$ cat src/sv/in_order_release_buffer_top_assert.svh
// -----------------------------------------------------------------------------
// in-order release buffer assertion macros
// concurrent check wrappers, empty when built for synthesis
// -----------------------------------------------------------------------------
`ifndef IN_ORDER_RELEASE_BUFFER_TOP_ASSERT_SVH
`define IN_ORDER_RELEASE_BUFFER_TOP_ASSERT_SVH

`ifndef SYNTHESIS
// check gated off while reset is asserted
`define IORB_ASSERT(label, clk, rst_n, prop, msg) \
    label: assert property (@(posedge clk) disable iff (!rst_n) prop) else $error(msg);
// check that also holds across reset
`define IORB_ASSERT_NR(label, clk, prop, msg) \
    label: assert property (@(posedge clk) prop) else $error(msg);
`else
`define IORB_ASSERT(label, clk, rst_n, prop, msg)
`define IORB_ASSERT_NR(label, clk, prop, msg)
`endif

`endif

$ cat src/sv/iorb_pkg.sv
// -----------------------------------------------------------------------------
// in-order release buffer package
// transfer types, status and opcode codes, slot word and sequencer states
// -----------------------------------------------------------------------------
package iorb_pkg;

    // request opcodes
    localparam logic OP_ALLOC    = 1'b0;
    localparam logic OP_COMPLETE = 1'b1;

    // result status codes
    typedef enum logic [1:0] {
        STAT_ALLOC   = 2'd0,
        STAT_DELIVER = 2'd1,
        STAT_FULL    = 2'd2,
        STAT_BADID   = 2'd3
    } t_status;

    // input transfer
    typedef struct packed {
        logic        opcode;
        logic [15:0] seq_id;
        logic        has_receiver;
        logic [15:0] receiver_handle;
        logic [31:0] content_handle;
    } t_in;

    // output transfer
    typedef struct packed {
        t_status     status;
        logic [15:0] out_seq_id;
        logic [15:0] out_receiver;
        logic [31:0] out_content;
        logic        last;
    } t_out;

    // one reorder slot as held in memory
    typedef struct packed {
        logic        valid;
        logic        has_receiver;
        logic [15:0] receiver;
        logic [31:0] content;
    } t_slot;

    // sequencer states
    typedef enum logic [2:0] {
        ST_CLEAR,
        ST_IDLE,
        ST_DECODE,
        ST_CHECK,
        ST_WALK_RD,
        ST_WALK_EX,
        ST_FLUSH
    } t_state;

endpackage

$ cat src/sv/iorb_ram.sv
// -----------------------------------------------------------------------------
// generic simple dual-port ram
// one write port, one read port with registered read data
// -----------------------------------------------------------------------------
module iorb_ram #(
    parameter int WIDTH = 8,
    parameter int DEPTH = 16,
    localparam int AW   = $clog2(DEPTH)
) (
    input  logic             i_clk,
    input  logic             i_we,
    input  logic [AW-1:0]    i_waddr,
    input  logic [WIDTH-1:0] i_wdata,
    input  logic             i_re,
    input  logic [AW-1:0]    i_raddr,
    output logic [WIDTH-1:0] o_rdata
);

    logic [WIDTH-1:0] r_mem [DEPTH];
    logic [WIDTH-1:0] r_rdata;

    // write port
    always_ff @(posedge i_clk) begin
        if (i_we) begin
            r_mem[i_waddr] <= i_wdata;
        end
    end

    // registered read port
    always_ff @(posedge i_clk) begin
        if (i_re) begin
            r_rdata <= r_mem[i_raddr];
        end
    end

    assign o_rdata = r_rdata;

endmodule

$ cat src/sv/in_order_release_buffer_top.sv
// -----------------------------------------------------------------------------
// in-order release buffer
// reorder buffer that hands out sequence ids and releases completions in order
// -----------------------------------------------------------------------------
// usage
// - input channel i_in_valid / o_in_stall / i_in carries allocate and complete
//   requests; output channel o_out_valid / i_out_stall / o_out carries results,
//   the last result of a request flagged by last
// - one request at a time: o_in_stall is high from acceptance until the
//   request is done and its final result, if any, is in the output register
// - allocate or out-of-window id: the result is registered into the output
//   register once it is free; a store or duplicate id first reads its slot
// - a release walks the slot memory slot by slot (read, then examine and
//   clear) until an empty slot or the last outstanding id, then flushes;
//   the registered read of the slot memory sets the read and examine split
// - deliveries are held one deep so the final one can carry last
// - the output register holds a result while the receiver stalls, and the
//   next request may be accepted meanwhile; a stalled receiver pauses the walk
// - after reset a clearing pass zeroes every slot of the slot memory with
//   o_in_stall high; ids restart at zero
// -----------------------------------------------------------------------------
module in_order_release_buffer_top
    import iorb_pkg::*;
#(
    parameter int WINDOW  = 16,
    parameter int ID_BITS = 16
) (
    input  logic i_clk,
    input  logic i_rst_n,
    input  logic i_in_valid,
    output logic o_in_stall,
    input  t_in  i_in,
    output logic o_out_valid,
    input  logic i_out_stall,
    output t_out o_out
);

`include "in_order_release_buffer_top_assert.svh"

    localparam int SLOT_BITS = $clog2(WINDOW);
    localparam int CNT_BITS  = $clog2(WINDOW + 1);
    localparam int CMP_BITS  = (ID_BITS > 17) ? ID_BITS : 17;
    localparam int SLOT_W    = $bits(t_slot);
    localparam logic [CMP_BITS-1:0]  WINDOW_C  = CMP_BITS'(WINDOW);
    localparam logic [SLOT_BITS:0]   WINDOW_S  = (SLOT_BITS + 1)'(WINDOW);
    localparam logic [SLOT_BITS-1:0] LAST_SLOT = SLOT_BITS'(WINDOW - 1);

    t_state               r_state, n_state;
    t_in                  r_item, n_item;
    logic [ID_BITS-1:0]   r_next_id, n_next_id;
    logic [ID_BITS-1:0]   r_oldest_id, n_oldest_id;
    logic [SLOT_BITS-1:0] r_head, n_head;
    logic [SLOT_BITS-1:0] r_slot, n_slot;
    logic [CNT_BITS-1:0]  r_released, n_released;
    t_out                 r_pend, n_pend;
    logic                 r_pend_valid, n_pend_valid;
    t_out                 r_out, n_out;
    logic                 r_out_valid, n_out_valid;

    logic                 ram_we, ram_re;
    logic [SLOT_BITS-1:0] ram_waddr, ram_raddr;
    t_slot                ram_wdata;
    logic [SLOT_W-1:0]    ram_rdata;
    t_slot                rd_slot;

    logic [ID_BITS-1:0]   req_id, outstanding, offset, walk_id;
    logic [CMP_BITS-1:0]  out_cmp, off_cmp, rel_cmp;
    logic                 win_full, bad_id, out_free, walk_more, walk_hold;
    logic [SLOT_BITS:0]   slot_sum;
    logic [SLOT_BITS-1:0] tgt_slot, slot_inc, head_inc;

    // slot memory
    iorb_ram #(
        .WIDTH (SLOT_W),
        .DEPTH (WINDOW)
    ) u_slot_ram (
        .i_clk   (i_clk),
        .i_we    (ram_we),
        .i_waddr (ram_waddr),
        .i_wdata (ram_wdata),
        .i_re    (ram_re),
        .i_raddr (ram_raddr),
        .o_rdata (ram_rdata)
    );

    assign rd_slot = t_slot'(ram_rdata);

    // window arithmetic
    always_comb begin
        req_id      = ID_BITS'(r_item.seq_id);
        outstanding = r_next_id - r_oldest_id;
        offset      = req_id - r_oldest_id;
        walk_id     = r_oldest_id + ID_BITS'(r_released);
        out_cmp     = CMP_BITS'(outstanding);
        off_cmp     = CMP_BITS'(offset);
        rel_cmp     = CMP_BITS'(r_released);
        win_full    = (out_cmp >= WINDOW_C) || (&outstanding);
        bad_id      = off_cmp >= out_cmp;
        walk_more   = rel_cmp < out_cmp;
        out_free    = !r_out_valid || !i_out_stall;
        walk_hold   = rd_slot.has_receiver && r_pend_valid && !out_free;
    end

    // slot index arithmetic, modulo WINDOW
    always_comb begin
        slot_sum = {1'b0, r_head} + (SLOT_BITS + 1)'(offset);
        tgt_slot = (slot_sum >= WINDOW_S) ? SLOT_BITS'(slot_sum - WINDOW_S)
                                          : SLOT_BITS'(slot_sum);
        slot_inc = (r_slot == LAST_SLOT) ? '0 : r_slot + 1'b1;
        head_inc = (r_head == LAST_SLOT) ? '0 : r_head + 1'b1;
    end

    // next state
    always_comb begin
        n_state = r_state;
        unique case (r_state)
            ST_CLEAR: begin
                if (r_slot == LAST_SLOT) n_state = ST_IDLE;
            end
            ST_IDLE: begin
                if (i_in_valid) n_state = ST_DECODE;
            end
            ST_DECODE: begin
                if (r_item.opcode == OP_ALLOC || bad_id) begin
                    if (out_free) n_state = ST_IDLE;
                end else if (offset != '0) begin
                    n_state = ST_CHECK;
                end else begin
                    n_state = ST_WALK_RD;
                end
            end
            ST_CHECK: begin
                if (!rd_slot.valid || out_free) n_state = ST_IDLE;
            end
            ST_WALK_RD: begin
                n_state = walk_more ? ST_WALK_EX : ST_FLUSH;
            end
            ST_WALK_EX: begin
                if (!rd_slot.valid) begin
                    n_state = ST_FLUSH;
                end else if (!walk_hold) begin
                    n_state = ST_WALK_RD;
                end
            end
            ST_FLUSH: begin
                if (!r_pend_valid || out_free) n_state = ST_IDLE;
            end
            default: n_state = ST_CLEAR;
        endcase
    end

    // datapath and memory control
    always_comb begin
        n_item       = r_item;
        n_next_id    = r_next_id;
        n_oldest_id  = r_oldest_id;
        n_head       = r_head;
        n_slot       = r_slot;
        n_released   = r_released;
        n_pend       = r_pend;
        n_pend_valid = r_pend_valid;
        n_out        = r_out;
        n_out_valid  = r_out_valid && i_out_stall;
        ram_we       = 1'b0;
        ram_waddr    = r_slot;
        ram_wdata    = '0;
        ram_re       = 1'b0;
        ram_raddr    = r_slot;
        unique case (r_state)
            ST_CLEAR: begin
                ram_we = 1'b1;
                n_slot = slot_inc;
            end
            ST_IDLE: begin
                n_item = i_in;
            end
            ST_DECODE: begin
                if (r_item.opcode == OP_ALLOC) begin
                    if (out_free) begin
                        n_out_valid = 1'b1;
                        if (win_full) begin
                            n_out = '{status: STAT_FULL, out_seq_id: '0,
                                      out_receiver: '0, out_content: '0, last: 1'b1};
                        end else begin
                            n_out = '{status: STAT_ALLOC, out_seq_id: 16'(r_next_id),
                                      out_receiver: '0, out_content: '0, last: 1'b1};
                            n_next_id = r_next_id + 1'b1;
                        end
                    end
                end else if (bad_id) begin
                    if (out_free) begin
                        n_out_valid = 1'b1;
                        n_out = '{status: STAT_BADID, out_seq_id: 16'(req_id),
                                  out_receiver: '0, out_content: '0, last: 1'b1};
                    end
                end else if (offset != '0) begin
                    // look up the target slot for a duplicate
                    ram_re    = 1'b1;
                    ram_raddr = tgt_slot;
                    n_slot    = tgt_slot;
                end else begin
                    // head completes: hold its delivery and start the walk
                    n_pend_valid = r_item.has_receiver;
                    n_pend = '{status: STAT_DELIVER, out_seq_id: 16'(req_id),
                               out_receiver: r_item.receiver_handle,
                               out_content: r_item.content_handle, last: 1'b0};
                    n_released = CNT_BITS'(1);
                    n_slot     = head_inc;
                end
            end
            ST_CHECK: begin
                if (rd_slot.valid) begin
                    if (out_free) begin
                        n_out_valid = 1'b1;
                        n_out = '{status: STAT_BADID, out_seq_id: 16'(req_id),
                                  out_receiver: '0, out_content: '0, last: 1'b1};
                    end
                end else begin
                    ram_we    = 1'b1;
                    ram_wdata = '{valid: 1'b1, has_receiver: r_item.has_receiver,
                                  receiver: r_item.receiver_handle,
                                  content: r_item.content_handle};
                end
            end
            ST_WALK_RD: begin
                ram_re = walk_more;
            end
            ST_WALK_EX: begin
                if (rd_slot.valid && !walk_hold) begin
                    // retire the slot, push the held delivery if a new one arrives
                    ram_we = 1'b1;
                    if (rd_slot.has_receiver) begin
                        if (r_pend_valid) begin
                            n_out_valid = 1'b1;
                            n_out       = r_pend;
                        end
                        n_pend_valid = 1'b1;
                        n_pend = '{status: STAT_DELIVER, out_seq_id: 16'(walk_id),
                                   out_receiver: rd_slot.receiver,
                                   out_content: rd_slot.content, last: 1'b0};
                    end
                    n_released = r_released + 1'b1;
                    n_slot     = slot_inc;
                end
            end
            ST_FLUSH: begin
                if (!r_pend_valid || out_free) begin
                    if (r_pend_valid) begin
                        n_out_valid = 1'b1;
                        n_out       = r_pend;
                        n_out.last  = 1'b1;
                    end
                    n_pend_valid = 1'b0;
                    n_oldest_id  = walk_id;
                    n_head       = r_slot;
                end
            end
            default: begin
                n_pend_valid = 1'b0;
            end
        endcase
    end

    // control registers
    always_ff @(posedge i_clk) begin
        if (!i_rst_n) begin
            r_state      <= ST_CLEAR;
            r_next_id    <= '0;
            r_oldest_id  <= '0;
            r_head       <= '0;
            r_slot       <= '0;
            r_pend_valid <= 1'b0;
            r_out_valid  <= 1'b0;
        end else begin
            r_state      <= n_state;
            r_next_id    <= n_next_id;
            r_oldest_id  <= n_oldest_id;
            r_head       <= n_head;
            r_slot       <= n_slot;
            r_pend_valid <= n_pend_valid;
            r_out_valid  <= n_out_valid;
        end
    end

    // payload registers
    always_ff @(posedge i_clk) begin
        r_item     <= n_item;
        r_released <= n_released;
        r_pend     <= n_pend;
        r_out      <= n_out;
    end

    assign o_in_stall  = (r_state != ST_IDLE);
    assign o_out_valid = r_out_valid;
    assign o_out       = r_out;

    // checks
    `IORB_ASSERT(a_accept_decodes, i_clk, i_rst_n, (i_in_valid && !o_in_stall) |=> (r_state == ST_DECODE), "accepted request did not reach decode")
    `IORB_ASSERT(a_window_bound, i_clk, i_rst_n, (out_cmp <= WINDOW_C), "outstanding ids exceed the window")
    `IORB_ASSERT(a_pend_in_walk, i_clk, i_rst_n, r_pend_valid |-> (r_state == ST_WALK_RD || r_state == ST_WALK_EX || r_state == ST_FLUSH), "held delivery outside a release walk")
    `IORB_ASSERT_NR(a_reset_clears, i_clk, (!i_rst_n) |=> (r_state == ST_CLEAR && !o_out_valid), "reset did not start the clearing pass")

endmodule
$ cat config.mk
export PLATFORM = sky130hd
export DESIGN_NAME = in_order_release_buffer_top
export DESIGN_NICKNAME = d
export VERILOG_FILES = /design/src/sv/iorb_pkg.sv /design/src/sv/iorb_ram.sv /design/src/sv/in_order_release_buffer_top.sv
export VERILOG_INCLUDE_DIRS = /design/src /design/src/sv
export SDC_FILE = /design/constraint.sdc
export NUM_CORES = 1
export LEC_CHECK = 0
export ABC_AREA = 1
export BUFFER_PORTS_ARGS = -buffer_cell sky130_fd_sc_hd__buf_2
export CAP_MARGIN = 20
export CORE_MARGIN = 1
export CORE_UTILIZATION = 24
export CTS_BUF_LIST = sky130_fd_sc_hd__clkbuf_8
export CTS_CLUSTER_SIZE = 28
export DETAILED_ROUTE_END_ITERATION = 6
export SYNTH_ARGS = -nofsm -noshare
export SYNTH_HDL_FRONTEND = slang
export SYNTH_HIERARCHICAL = 1
export SYNTH_SLANG_ARGS = --single-unit
$ cat constraint.sdc
create_clock -name i_clk -period 12.35 [get_ports i_clk]
set_clock_uncertainty 0.2 [all_clocks]
set_input_delay 1.235 -clock i_clk [delete_from_list [all_inputs] [get_ports i_clk]]
set_output_delay 1.235 -clock i_clk [all_outputs]
set_load 0.01 [all_outputs]
After elaboration in Yosys (flattened, before gate mapping)
Memories as Yosys holds them, arrays and structs flattened. A register that Yosys moved wholly into a read port is not among the register bits.
Index checks and enable logic that the tools add are counted.

word-level totals
  input port bits = 70
  logic and storage cells = 168
  output and inout bits = 69
  register bits = 250
  memories kept = 1
  latch bits = 0
  memory bits (writable) = 800
  ROM bits = 0

memory list
  memory            depth  bits a word  rd ports  clocked after memory_dff  write ports  line            text
  u_slot_ram.r_mem  16     50           1         1                         1            iorb_ram.sv:19  logic [WIDTH-1:0] r_mem [DEPTH];

operators by class
  magnitude comparators = 4
  reduce and logical (&&, ||, !) cells = 30
  bitwise operators = 3
  add/subtract/negate cells = 9
  div/mod/pow operators = 0
  $mul = 0
  shift operators = 0
  equal/unequal tests = 25
  mux-type cells = 73

operators with widths
  operator                                                            count
  2-to-1 mux 67 bit                                                   16
  case mux 67 bit (4 select lines)                                    1
  case mux 67 bit (2 select lines)                                    1
  2-to-1 mux 50 bit                                                   2
  2-to-1 mux 4 bit                                                    11
  subtractor 16 bit                                                   2
  2-to-1 mux 3 bit                                                    9
  2-to-1 mux 1 bit                                                    21
  case mux 3 bit (7 select lines)                                     1
  2-to-1 mux 5 bit                                                    4
  != test 2 bit, second input constant                                10
  adder 16 x 1 -> 16 bit, second input constant                       1
  adder 16 x 5 -> 16 bit                                              1
  greater-or-equal comparator 16 bit                                  1
  greater-or-equal comparator 16 x 5 -> 1 bit, second input constant  1
  < comparator 5 x 16 -> 1 bit                                        1
  AND reduction 16 bit                                                1
  nonzero test 16 bit                                                 1
  != test 3 bit, second input constant                                4
  case mux 4 bit (3 select lines)                                     1
  AND reduction 6 bit                                                 2
  case mux 5 bit (2 select lines)                                     1
  equality test 3 bit, second input constant                          3
  AND reduction 9 bit                                                 1
  other kinds (27)                                                    47

Depth between registers and ports, before layout
Gate-level depths: netlist of run 1.

  depth after elaboration = 10
  gate-level depth with buffers = 35

Hierarchy
Netlist of run 1, hierarchy kept.

by module, submodules not included
  module                       times used  cells an instance  area an instance (um2)
  iorb_ram                     1           3,296              35,959.5
  in_order_release_buffer_top  1           1,584              13,763.2

Worst setup path after synthesis of run 1
Ideal clock, no wire load.

  path type = flip-flop to flip-flop
  from = register r_next_id[0]
  to = register r_pend[10] in the netlist's numbering (enable)
  clock period less this slack = 9.637 ns
  cell stages (with the launch flop) = 23
  data arrival time = 8.793 ns
  setup slack = 2.713 ns
  path buffers = 0
  data required time = 11.506 ns
  cell sequence = dfxtp_1 inv_1 ha_1 inv_1 fa_1 nand3_1 nand3_2 nand2_1 nand2_1 nand2_1 nand2_1 nand2_1 nand2_2 ha_1 nand2_1 inv_1 nor3_1 o21ai_0 a41oi_1 nand2_1 nand2_2 inv_1 nor4_1

on the way
  cells in the longest elaborated chain, start to end = 4

ends and longest elaborated chain
  what                                line                                text
  start, declared                     in_order_release_buffer_top.sv:50   logic [ID_BITS-1:0] r_next_id, n_next_id;
  start signal, assigned              in_order_release_buffer_top.sv:276  r_next_id <= n_next_id;
  subtractor 16 bit                   in_order_release_buffer_top.sv:91   outstanding = r_next_id - r_oldest_id;
  greater-or-equal comparator 16 bit  in_order_release_buffer_top.sv:98   bad_id = off_cmp >= out_cmp;
  != test 2 bit (no line)             n/a
  AND reduction 6 bit (no line)       n/a
  end signal, assigned                in_order_release_buffer_top.sv:289  r_pend <= n_pend;
  end, declared                       in_order_release_buffer_top.sv:55   t_out r_pend, n_pend;

No other way between the ends.
A chain may end at the register's enable or synchronous reset.

Worst setup path in the final report of run 1
  from = register r_next_id[0]
  to = register u_slot_ram.r_rdata[13], in the netlist u_slot_ram/o_rdata[13] (read register of u_slot_ram.r_mem) (data pin)

on the way
  cells in the longest elaborated chain, start to end = 5
  elaborated cells between the ends (all ways) = 9

ends and longest elaborated chain
  what                                line                                text
  subtractor 16 bit                   in_order_release_buffer_top.sv:91
  greater-or-equal comparator 16 bit  in_order_release_buffer_top.sv:98
  2-to-1 mux 4 bit                    in_order_release_buffer_top.sv:190  end else if (bad_id) begin
  2-to-1 mux 4 bit                    in_order_release_buffer_top.sv:178  if (r_item.opcode == OP_ALLOC) begin
  2-to-1 mux 4 bit                    in_order_release_buffer_top.sv:169  unique case (r_state)
  named net ram_raddr[0]              in_order_release_buffer_top.sv:61   logic [SLOT_BITS-1:0] ram_waddr, ram_raddr;
  end, declared                       iorb_ram.sv:20                      logic [WIDTH-1:0] r_rdata;

The timed path passes the listed nets, and every way through them passes these cells.

==> reports/results.txt, run 1 <==
CTS Hold Bufs = 0
Max-slew violations = 0
Worst slew margin = 3.42%
Hold EP = r_item[4]
Max-cap violations = 0
Iteration-0 DRC Markers = 3149
CTS sink cnt = 1097
Status = completed
Gate Count Post-Synth = 4880
Clock insertion delay at the later pin of the skew report = 0.88 ns
Dpl cell area = 53000 µm²
Ys async rst share = 0%
TritonCTS clock tree = built
Slowest stage cell, crit path = buf_4
Num ports = 139
Min setup slack post-route = 5.06 ns
Critical Path Most Common Cell = nand2_1
H-tree lvl count = 4
Synth Area in Simple Gates = 19.6%
Post-layout util = 27.3%
Prevailing post-synth register cell = edfxtp_1
GRT overflow = 0
Die height = 457 µm
Post-synthesis instance area = 49700 µm²
Worst slew pin tran = 1.45 ns
Fmax = 137 MHz
Fin crit period = 7.29 ns
Worst-case reg-to-reg path depth = 31
Final WL = 138000 µm
Layout area overhead = 12.9%
DRC = 0
DP HPWL = 75800 µm
Switching power total = 2.39 mW
R2r setup slk = 5.06 ns
Fin nets = 5152
Met3 Routed Length = 9240 µm
Avg Inst Size Synth = 10.2 µm²
Via count = 34700
Syn. warnings = 6
Number of routed nets with antenna violations = 0
Crit start category = flip-flop
XOR/XNOR share of the synthesized area = 0.617%
WP data arrival = 7.71 ns
Uppermost layer routed = met4
Initial Utilization = 24.2%
Post-route setup TNS = 0 ns
Reg-to-Reg Start = r_next_id[0]
Clock-pin slew on the worst setup and hold paths = 0.06 ns
Clock root cell = clkbuf_8
Pwr/cell area = 149 nW/µm²
Met1 Wirelength = 54700 µm
Post-CTS setup buffer count = 0
Final Cycle Share = 59.0%
Largest net degree at the start of global routing = 231
I/O Buffers = 138
Metal2 WL = 68200 µm
Mux cell area share after synthesis = 0%
Post-CTS Resized = 0
Combinational share of power = 14.6%
WS Path Type = reg2reg
First-pass GRT wire length = 205000 µm
Core area = 205000 µm²
Register area share after synthesis = 65.3%
Tot Pwr = 8.37 mW
Most frequent cells in the layout = nand2_1, edfxtp_1, inv_1
Site row count = 166
Synth Net Count = 5015
Worst r2r dst = u_slot_ram/o_rdata[13]
Maximum vdd drop = 0.0000995 V
HP Start = i_in[4]
Fraction of the mapped netlist area in adder cells = 1.70%
Clk pwr share = 33.6%
Layout cells sized above 1 = 8.99%
Post-DR vias/cell = 4.43
Int Pwr = 5.98 mW
Initial antenna violation count = 4
Leakage = 23.5 nW
Register bit total from synthesis = 1097
Die Span X = 457 µm
RSZ-0062 raised after global routing = no
Final setup violation count = 0
Unique masters post-synth = 49
Sequential power share = 51.8%
Final hold vios = 0
Pre-CTS WS = 5.26 ns
Post-synth EDFFs = 1052
DRT Pass-1 Iters = 6
CP max stage delay = 0.85 ns
Vias in the first global route = 33300
Crit path max fanout = 230
CP Capture Type = flip-flop
Largest family of logic cells by synthesized area = simple AND/OR/NAND/NOR gates
WHS Path Cells = 1
Design Area, Final = 56100 µm²
Sw Share = 28.5%
Commonest non-fill, non-tap cell in the layout = nand2_1
CTS Buf Count = 168
Clock Path Buffers = 3
Hold Crit Class = in2reg
Die area = 209000 µm²
GRT Total Usage = 12.9%
Synth Area in Compound Gates = 3.70%
Wire per inst = 17.6 µm
Required @ worst endpoint = 12.77 ns
GP Congestion = 0.888
[cell usage after synthesis (4+ instances only)]
library cell     n  share of area, %
nand2_1       1412                11
edfxtp_1      1052                64
inv_1          835               6.3
nand3_1        662               6.7
nor2_1         165               1.2
o21ai_0        130               1.3
buf_2           87              0.88
a21oi_1         85              0.86
ha_1            61               1.5
clkbuf_1        60              0.45
buf_6           49               1.1
a32o_1          48              0.97
dfxtp_1         45               1.8
xor2_1          22              0.39
buf_1           19              0.14
nor3_1          19              0.19
nand4_1         14              0.18
o22ai_1         14              0.18
xnor2_1         13              0.23
nand3_2          9              0.18
inv_2            8             0.060
nand2_2          8              0.10
nand3b_1         6             0.091
o21ai_1          5             0.050
a31oi_1          4             0.050
buf_4            4             0.060
fa_1             4              0.16
nor2_2           4             0.050
nor4_1           4             0.050
[worst max-delay path: cells and delay by family, from the launching register on]
family	cells	cell delay, ns
buf+inv	7	2.85
simple gates	18	1.78
fa+ha+maj	3	0.85
compound gates	3	0.56
flops	1	0.31
[worst max-delay path by stage]
stage                      start                endpoint  slack [ns]
global placement    r_next_id[0]  u_slot_ram/o_rdata[19]        5.30
global route        r_next_id[0]  u_slot_ram/o_rdata[14]        4.53
detailed placement  r_next_id[0]  u_slot_ram/o_rdata[19]        5.26
finish              r_next_id[0]  u_slot_ram/o_rdata[13]        5.06
CTS                 r_next_id[0]  u_slot_ram/o_rdata[20]        5.31
floorplan           r_next_id[0]              r_pend[10]        2.71
[cells by family after synthesis]
group                      count (synthesis)
DFF                                     1097
buffers and inverters                   1065
adders and majority gates                 65
AOI/OAI and AO/OA                        304
xor gates and xnor gates                  35
and+or+nand+nor                         2314
[power groups by stage]
stage / Sequential [mW] / Combinational (mW) / Clock [mW]
2_1_floorplan: 4.40 / 0.861 / 0
3_5_place_dp: 4.41 / 1.22 / 0
6_report: 4.33 / 1.22 / 2.81
4_1_cts: 4.33 / 1.23 / 2.88
3_3_place_gp: 4.41 / 1.21 / 0
5_1_grt: 4.35 / 1.35 / 3.03
[metrics by stage]
step	hold slack (ns)	std cells
floorplan	0.275	4880
global placement	0.310	7534
detailed placement	0.311	7534
CTS	0.238	7837
global route	0.251	7841
finish	0.322	7842
[layout make-up]
cell class,count,area (µm²)
tap,2688,3360
fill,21400,149000
multi-input combinational,2718,12900
clock inverter,132,706
timing repair buffer,187,1070
sequential,1097,32500
antenna,4,10.0
clock buffer,171,2350
inverter,845,3200
[state kept, by name, indices dropped and copies added (netlist names)]
| signal | flops |
|---|---|
| u_slot_ram/r_mem | 800 |
| o_out_valid | 1 |
| r_pend | 64 |
| r_pend_valid | 1 |
| o_out | 67 |
| req_id | 16 |
| r_head | 4 |
| r_item | 50 |
| r_released | 5 |
| r_slot | 4 |
| r_next_id | 16 |
| r_oldest_id | 16 |
| r_state | 3 |
| u_slot_ram/o_rdata | 50 |
[per-layer routing]
| layer | up-vias | track usage [%] |
|---|---|---|
| met5 | - | 0 |
| met4 | 0 | 6.07 |
| met3 | 279 | 2.21 |
| met2 | 1298 | 22.3 |
| met1 | 16800 | 15.4 |
| li1 | 16300 | - |
(Power assumes the default switching activity.)
==> run 2, diff against run 1 <==
Clock period 12.35 ns to 7.09 ns, I/O delays scaled along.
==> reports/results.txt, run 2 (synthesis results as in run 1) <==
Status = completed (unchanged)
CP max stage delay = 0.50 ns (was 0.85 ns)
CTS Buf Count = 172 (was 168)
Int Pwr = 10.5 mW (was 5.98 mW)
Worst slew margin = 20.9% (was 3.42%)
Commonest non-fill, non-tap cell in the layout = nand2_1 (unchanged)
Wire per inst = 17.7 µm (was 17.6 µm)
Clock-pin slew on the worst setup and hold paths = 0.07 ns (was 0.06 ns)
I/O Buffers = 138 (unchanged)
Metal2 WL = 69300 µm (was 68200 µm)
Min setup slack post-route = 1.55 ns (was 5.06 ns)
Largest register FFs = 800 (unchanged)
WS Path Type = reg2reg (unchanged)
Area of the multi-input gates = 12900 µm² (about the same)
Largest reg by FF count = u_slot_ram/r_mem (unchanged)
Leakage = 23.9 nW (was 23.5 nW)
Tot Pwr = 14.8 mW (was 8.37 mW)
Initial Utilization = 24.2% (unchanged)
Met1 Wirelength = 56300 µm (was 54700 µm)
Largest net degree at the start of global routing = 213 (was 231)
Layout area overhead = 15.0% (was 12.9%)
Final setup violation count = 0 (unchanged)
Clock insertion delay at the later pin of the skew report = 0.91 ns (was 0.88 ns)
Met3 Routed Length = 8700 µm (was 9240 µm)
DP HPWL = 75700 µm (was 75800 µm)
Die height = 457 µm (unchanged)
Clock Path Buffers = 3 (unchanged)
Layout cells sized above 1 = 9.12% (was 8.99%)
Die Span X = 457 µm (unchanged)
Pre-CTS WS = 1.54 ns (was 5.26 ns)
Required @ worst endpoint = 7.52 ns (was 12.77 ns)
Final hold vios = 0 (unchanged)
Post-DR vias/cell = 4.40 (was 4.43)
Crit start category = flip-flop (unchanged)
Final Cycle Share = 78.1% (was 59.0%)
Iteration-0 DRC Markers = 2765 (was 3149)
Sequential power share = 51.1% (was 51.8%)
Clock root cell = clkbuf_8 (unchanged)
Final WL = 140000 µm (was 138000 µm)
# fillers = 21200 (was 21400)
Uppermost layer routed = met4 (unchanged)
DRT Pass-1 Iters = 5 (was 6)
Most frequent cells in the layout = nand2_1, edfxtp_1, inv_1 (unchanged)
CP bufs+invs = 7 (unchanged)
Initial antenna violation count = 3 (was 4)
Fin nets = 5234 (was 5152)
Clk pwr share = 33.9% (was 33.6%)
TritonCTS clock tree = built (unchanged)
RSZ-0062 raised after global routing = no (unchanged)
Slowest stage cell, crit path = buf_4 (unchanged)
CP Capture Type = flip-flop (unchanged)
Pwr/cell area = 258 nW/µm² (was 149 nW/µm²)
Combinational share of power = 15.0% (was 14.6%)
GRT overflow = 0 (unchanged)
Number of routed nets with antenna violations = 0 (unchanged)
Num ports = 139 (unchanged)
Max-slew violations = 0 (unchanged)
Maximum vdd drop = 0.000197 V (was 0.0000995 V)
Critical Path Most Common Cell = nand2_1 (unchanged)
Sw Share = 28.8% (was 28.5%)
Switching power total = 4.25 mW (was 2.39 mW)
First-pass GRT wire length = 208000 µm (was 205000 µm)
Post-route setup TNS = 0 ns (unchanged)
CTS Hold Bufs = 66 (was 0)
GP Congestion = 0.856 (was 0.888)
Fin crit period = 5.54 ns (was 7.29 ns)
WP data arrival = 5.97 ns (was 7.71 ns)
Crit path max fanout = 111 (was 230)
H-tree lvl count = 4 (unchanged)
Site row count = 166 (unchanged)
Post-CTS setup buffer count = 0 (unchanged)
Die area = 209000 µm² (unchanged)
Crit path max-delay family = simple AND/OR/NAND/NOR gates (was buffers and inverters)
Worst slew pin tran = 1.19 ns (was 1.45 ns)
Register area = 32500 µm² (unchanged)
Max-cap violations = 0 (unchanged)
Post-CTS Resized = 0 (unchanged)
GRT Total Usage = 13.0% (was 12.9%)
DRC = 0 (unchanged)
Via count = 34900 (was 34700)
Hold Crit Class = in2reg (unchanged)
Vias in the first global route = 34000 (was 33300)
CTS sink cnt = 1097 (unchanged)
Fmax = 181 MHz (was 137 MHz)
Core area = 205000 µm² (unchanged)
run 2: cell types whose count changed in the layout (fill, tap and decap cells not counted), sizes merged:
cell / before / now
clkbuf: 171 / 175
buf: 187 / 199
inv: 910 / 916
clkinv: 63 / 54
dlygate4sd3: 0 / 66
bufinv: 3 / 2
diode: 4 / 5
clkinvlp: 1 / 3
run 2: area by class of cell:
class                      instances  share of cell area, %
antenna                            5                 0.0219
clock buffer                     175                   4.21
clock inverter                   130                   1.28
inverter                         845                   5.59
multi-input combinational       2718                   22.6
sequential                      1097                   56.8
tap                             2688                   5.88
timing repair buffer             265                   3.60
run 2: power groups by stage:
stage,Sequential (mW),Combinational [mW],Clock [mW]
2_1_floorplan,7.67,1.50,0
3_3_place_gp,7.67,2.16,0
3_5_place_dp,7.68,2.18,0
4_1_cts,7.55,2.22,5.12
5_1_grt,7.57,2.44,5.36
6_report,7.55,2.21,5.00
run 2: layer usage:
metal | vias to the layer above | global-route usage [%]
met5 | - | 0
met4 | 0 | 5.86
met3 | 292 | 2.16
met2 | 1198 | 22.8
met1 | 16900 | 15.7
li1 | 16500 | -
run 2: worst register-to-register path: cells and delay by family, from the launching register on:
family / cells / cell delay (ns)
DFF: 1 / 0.32
AOI/OAI and AO/OA: 3 / 0.64
buffers and inverters: 7 / 1.53
adders and majority gates: 3 / 0.80
and+or+nand+nor: 18 / 1.78
run 2: per-stage QoR:
step	instances	hold WS [ns]	area [µm²]	util, %
floorplan	4880	0.275	49700	-
global placement	7546	0.312	53400	26.0
detailed placement	7547	0.314	53400	26.0
CTS	7918	0.0607	57200	27.9
global route	7922	0.103	57200	27.9
finish	7923	0.140	57200	27.9
run 2: path summary, 6_finish.rpt:
path	start	end	slack, ns	cells past startpoint
worst max-delay path	req_id[0]	u_slot_ram/o_rdata[41]	1.55	31
worst max register to register	req_id[0]	u_slot_ram/o_rdata[41]	1.55	31
worst min register to register	u_slot_ram/o_rdata[43]	r_pend[44]	0.32	2
worst min-delay path	i_rst_n	r_slot[1]	0.14	3
